**src/sv/segment_intersection_2d_core_assert.svh**
```systemverilog
// Assertion macros for the segment intersection core.
`ifndef SEGMENT_INTERSECTION_2D_CORE_ASSERT_SVH
`define SEGMENT_INTERSECTION_2D_CORE_ASSERT_SVH
`ifndef SYNTH
// Same-cycle implication.
`define SI2D_ASSERT_NOW(lbl, ante, cons, msg) \
  lbl: assert property (@(posedge clk) disable iff (rst) (ante) |-> (cons)) else $error(msg);
// Next-cycle implication.
`define SI2D_ASSERT_NEXT(lbl, ante, cons, msg) \
  lbl: assert property (@(posedge clk) disable iff (rst) (ante) |=> (cons)) else $error(msg);
`else
`define SI2D_ASSERT_NOW(lbl, ante, cons, msg)
`define SI2D_ASSERT_NEXT(lbl, ante, cons, msg)
`endif
`endif

```
**src/sv/si2d_pkg.sv**
```systemverilog
// Shared types, widths and helpers for the segment intersection core.
`timescale 1ns / 1ps
package si2d_pkg;
  localparam int CW      = 16;            // coordinate width, Q12.4
  localparam int IN_FRAC = 4;
  localparam int OUT_FRAC = 12;
  localparam int OW      = 28;            // output coordinate width
  localparam int DXW     = CW + 1;        // endpoint difference
  localparam int CAW     = CW + DXW + 1;  // line constant
  localparam int DW      = 2 * DXW + 1;   // determinant
  localparam int NW      = CAW + DXW + 1; // numerators and bounds
  localparam int SH      = OUT_FRAC - IN_FRAC;
  localparam int RW      = NW + SH;       // divider remainder
  localparam int QW      = CW + SH;       // quotient magnitude
  localparam int GEO_ST  = 4;             // geometry stages
  localparam int LAT     = GEO_ST + QW + 1;

  typedef logic signed [CW-1:0] coord_t;
  typedef logic signed [DXW-1:0] dx_t;

  typedef struct packed {
    coord_t x0;
    coord_t y0;
    coord_t x1;
    coord_t y1;
  } pts_t;

  typedef struct packed {
    pts_t p;
    logic vert;
  } seg_t;

  typedef enum logic [1:0] {
    MODE_NONE,
    MODE_ONE,
    MODE_BOTH
  } mode_t;

  // Result of the geometry pipe, handed to the dividers.
  typedef struct packed {
    logic          hit;
    logic          x_neg;
    logic          y_neg;
    logic [NW-1:0] x_mag;
    logic [NW-1:0] y_mag;
    logic [DW-1:0] d_mag;
  } geo_t;

  // Tag that rides alongside the dividers.
  typedef struct packed {
    logic hit;
    logic x_neg;
    logic y_neg;
  } side_t;

  function automatic seg_t norm_seg(pts_t p);
    seg_t   s;
    coord_t t;
    s.p = p;
    if (p.x1 < p.x0) begin
      s.p.x0 = p.x1; s.p.x1 = p.x0;
      s.p.y0 = p.y1; s.p.y1 = p.y0;
    end
    s.vert = (s.p.x0 == s.p.x1);
    if (s.vert && (s.p.y1 < s.p.y0)) begin
      t = s.p.y0; s.p.y0 = s.p.y1; s.p.y1 = t;
    end
    return s;
  endfunction
endpackage

```
**src/sv/si2d_div.sv**
```systemverilog
// Pipelined restoring divider, one quotient bit per stage.
`timescale 1ns / 1ps
module si2d_div (
  input  logic                         clk,
  input  logic                         en,
  input  logic [si2d_pkg::NW-1:0]      num,
  input  logic [si2d_pkg::DW-1:0]      den,
  output logic [si2d_pkg::QW-1:0]      quo
);
  localparam int RW = si2d_pkg::RW;
  localparam int QW = si2d_pkg::QW;
  localparam int DW = si2d_pkg::DW;

  logic [RW-1:0] r  [QW];
  logic [DW-1:0] dv [QW];
  logic [QW-1:0] q  [QW];
  logic [RW-1:0] rp [QW];
  logic [DW-1:0] dp [QW];
  logic [QW-1:0] qp [QW];

  // numerator is pre-scaled by the output fraction shift
  assign rp[0] = RW'(num) << si2d_pkg::SH;
  assign dp[0] = den;
  assign qp[0] = '0;

  for (genvar i = 0; i < QW; i++) begin : g_st
    logic [RW-1:0] trial;
    logic          ge;
    if (i > 0) begin : g_link
      assign rp[i] = r[i-1];
      assign dp[i] = dv[i-1];
      assign qp[i] = q[i-1];
    end
    assign trial = RW'(dp[i]) << (QW - 1 - i);
    assign ge    = rp[i] >= trial;
    always_ff @(posedge clk) begin
      if (en) begin
        r[i]  <= ge ? (rp[i] - trial) : rp[i];
        dv[i] <= dp[i];
        q[i]  <= qp[i] | (QW'(ge) << (QW - 1 - i));
      end
    end
  end

  assign quo = q[QW-1];
endmodule

```
**config.mk**
```make
export PLATFORM = sky130hd
export DESIGN_NAME = si2d_div
export DESIGN_NICKNAME = d
export VERILOG_FILES = /design/src/sv/segment_intersection_2d_core_assert.svh /design/src/sv/si2d_pkg.sv /design/src/sv/si2d_div.sv
export SDC_FILE = /design/constraint.sdc
export NUM_CORES = 2
export LEC_CHECK = 0
export BUFFER_PORTS_ARGS = -buffer_cell sky130_fd_sc_hd__buf_4
export CAP_MARGIN = 20
export CORE_MARGIN = 5
export CORE_UTILIZATION = 33
export DETAILED_ROUTE_END_ITERATION = 7
export GPL_ROUTABILITY_DRIVEN = 0
export PLACE_DENSITY_LB_ADDON = 0.12
export RECOVER_POWER = 25
export SYNTH_ARGS = -nofsm -noshare
export SYNTH_HDL_FRONTEND = slang
export SYNTH_SLANG_ARGS = --single-unit
export TNS_END_PERCENT = 5
```
**constraint.sdc**
```tcl
create_clock -name clk -period 5.55 [get_ports clk]
set_clock_uncertainty 0.2 [all_clocks]
set_input_delay 0.2775 -clock clk [delete_from_list [all_inputs] [get_ports clk]]
set_output_delay 0.2775 -clock clk [all_outputs]
set_load 0.005 [all_outputs]
```
==> summary.md <==
| Metric | Value |
|---|---|
| Met3 usage | `0.0168` |
| Synth Flop Type | `edfxtp_1` |
| Wirelength per Cell | `between 15 and 20 um` |
| Flop2flop setup slack | `0.52 ns` |
| Slew margin rel. | `-0.382` |
| Max-cap viol count | `1` |
| IO Pins | `113` |
| Fillers | `~38000` |
| Synthesized flop and latch total | `2329` |
| CTS Buffer Depth | `4` |
| Hold_sp | `den[0]` |
| Post-cts resize count | `0` |
| Max Slew Vio Count | `14` |
| Remaining antenna violation count | `0` |
| Stages on worst setup path | `12` |
| Peak supply drop | `0.243 mV` |
| Critical Path Sink Type | `flop` |
| RSZ-0062 raised after global routing | `no` |
| H-Tree Depth | `5` |
| Total number of vias | `92500` |
| Worst-path maximum fanout | `10` |
| CP Buf/Inv Count | `2` |
| Final setup viols | `0` |
| Total gr overflow | `0` |
| Fmax | `199 MHz` |
| Post-synthesis mux area share | `0.0117` |
| CP delay by family, top | `simple AND/OR/NAND/NOR gates` |
| Worst Tran Pin Value | `2.07 ns` |
| Placed Area | `about 0.14 sq mm` |
| Total power | `79400 uW` |
| Multi-input gate area | `about 0.056 sq mm` |
| TritonRoute pass-1 iters | `8` |
| Share of flip-flops with an asynchronous set or reset | `0` |
| Hold WC Path Type | `primary input to flop` |
| Layout cells sized above 1 | `0.0729` |
| Mapped Area | `0.132 sq mm` |
| Buffers on Ports | `112` |
| Sink Count | `2329` |
| Endpoints failing hold | `0` |
| Initial DRC count | `4976` |
| Syn Nets | `13100` |
| Pre-CTS worst setup slack | `0.555 ns` |
| Critical R2R Launch | `r[5][82]` |
| Hold Path Stages | `4` |
| Die X-Extent | `approximately 640 um` |
| Clock-pin slew of the registers on the worst-case setup and hold paths | `0.05 ns` |
| Gate Count Post-Synth | `12200` |
| Core Footprint | `~0.40 sq mm` |
| Main combinational cell family by area after synthesis | `compound AO/OA/AOI/OAI gates` |
| Post-synthesis xor/xnor area fraction | `0.0663` |
| Compound-Gate Fraction of Synth Area | `0.150` |
| Worst path cell trace | `ha_1 > nand4_1 > nor4_1 > nand4b_1 > o21ai_0 > buf_4 > a211oi_4 > a31oi_1 > nand4_1 > buf_4 > nor4_1 > xor2_1` |
| Initial antenna violation count | `8` |
| Max stage delay on crit path | `1.04 ns` |
| Leak | `0.0590 uW` |
| Worst Setup Start Kind | `flop` |
| Post-CTS setup buffer count | `0` |
| GRT Overall Usage | `0.159` |
| Final Hold Slack | `about 0.15 ns` |
| CP required | `6.02 ns` |
| Post-Route WL | `338000 um` |
| Drt drc | `0` |
| Row cnt | `232` |
| Simple logic cell fraction of the synthesized area | `0.116` |
| Yosys top cell area share | `0.531` |
| Initial Util | `0.331` |
| Hold buffers post-CTS | `a little under 200` |
| Synth Warn # | `0` |
| Synth area leaders | `edfxtp_1, ha_1, a21oi_1` |
| Status | `finished, violations left` |
| Vias per cell | `5.13` |
| Largest net degree at the start of global routing | `190` |
| Die height | `642 um` |
| Critical path type | `flop to flop` |
| Failing checks | `max-capacitance violations, max-slew violations` |
| Fin Setup TNS | `0 ns` |
| Vias in the first global route | `97800` |
| Clk Latency, worst-skew pair | `~0.94 ns` |
| CTS Buf Count | `289` |
| PwrDens | `528 mW/mm^2` |
| Most Crowded Layer GR | `met2` |
| Commonest cells after routing, fill and taps aside | `edfxtp_1, a21oi_1, inv_1` |
| Area Growth Syn to Fin | `14.2%` |
| Worst EP arrival | `between 5 and 6 ns` |
| Global-route wire length before repair | `529000 um` |
| Final WS setup | `slightly above 0.5 ns` |
| Fin crit share | `0.907` |
| Seq/Total Area, Yosys | `0.531` |
| Final Cell Area | `0.150 sq mm` |
| Commonest non-fill, non-tap cell in the layout | `edfxtp_1` |
| Post-Syn Area per Cell | `between 10 and 15 sq um` |
| Sequential cell area | `0.0699 sq mm` |
| Post-synth EDFFs | `2329` |
| Largest area contributor in the netlist | `edfxtp_1` |
| Slowest CP cell | `nor4_1` |
| Root Buffer | `clkbuf_16` |
| FF-to-FF path depth | `12` |
| Min cycle time layout | `slightly above 5 ns` |
| Hold Path End | `r[0][23]` |
| GR Layer Usage met1 | `0.141` |
| Adder-cell share of the synthesized area | `0.0832` |
| CTS tree | `yes` |
| Synth cell types | `93` |
| Final net count | `13500` |
| GR met2 Demand/Resource | `0.327` |
| Die area | `0.412 sq mm` |
| Final HPWL DP | `258000 um` |
| Reg2Reg Capture Point | `r[5][168]` |
-- flip-flops by register name (all words and copies together) (netlist names) --
register and count:
r 1224, dv 805, q 300
-- layout make-up --
type                    instances  area share
flip-flops and latches       2329       0.465
multi-input cells            8388       0.375
clock buffers                 354      0.0501
well taps                    5265      0.0438
repair buffers                471      0.0294
inverters                    1059      0.0264
clock inverters               163      0.0105
diodes                         11    0.000183
-- worst max-delay path by stage --
stage	start	endpoint
2_1_floorplan	r[2][14]	r[2][75]
3_3_place_gp	r[3][79]	r[3][178]
3_5_place_dp	r[5][82]	r[5][168]
4_1_cts	r[5][82]	r[5][168]
5_1_grt	r[1][77]	r[1][173]
6_report	r[5][82]	r[5][168]
-- report_power, final --
group / internal [uW] / switching (uW)
Clock: 10800 / 7480
Sequential: 25400 / 2570
Combinational: 13800 / 19500
Total: 49900 / 29600
-- synth_stat cells (all sizes together) (16+ instances only) --
library cell	count
edfxtp	2329
a21oi	1205
inv	1059
nor2	894
nand2	890
ha	839
o21ai	698
xnor2	532
a21o	499
xor2	465
clkbuf	338
nand4	211
nor3	210
nand3	192
nor4	136
mux2	133
nand2b	117
o21a	109
nor2b	108
o21bai	108
a31oi	92
and3	79
or3	73
o31ai	71
a211oi	65
buf	57
and2	47
or2	47
or4	39
o211ai	38
a21boi	29
and4	28
a2111oi	25
a211o	25
a31o	23
fa	23
nor4b	23
o31a	23
nand3b	22
nand4b	21
nor3b	21
a221oi	20
o221ai	16
o41ai	16
-- metrics by stage --
stage / cells / utilization
after floorplan: 12200 / -
final: 18000 / 0.378
after global routing: 18000 / 0.377
after global placement: 17300 / 0.350
after CTS: 18000 / 0.377
after detailed placement: 17300 / 0.350
-- layer usage --
metal | vias to the layer above | routed length, um
met5 | - | 0
met4 | 0 | 25100
met3 | 1045 | 9670
met2 | 2253 | 191000
met1 | 43900 | 113000
li1 | 45300 | -
-- tightest hold or removal path, delay by kind of cell --
family,cells,cell delay (ns)
AOI/OAI and AO/OA,1,0.08
adders and majority gates,1,0.12
buffers and inverters,2,0.62
-- kinds of logic after synthesis --
family                   after synthesis
XOR/XNOR                             997
multiplexers                         137
AND/OR/NAND/NOR                     3179
buffers and inverters               1454
adder cells (fa/ha/maj)              862
flip-flops                          2329
AO/OA/AOI/OAI                       3213
Power figures use the tool's default switching activity.
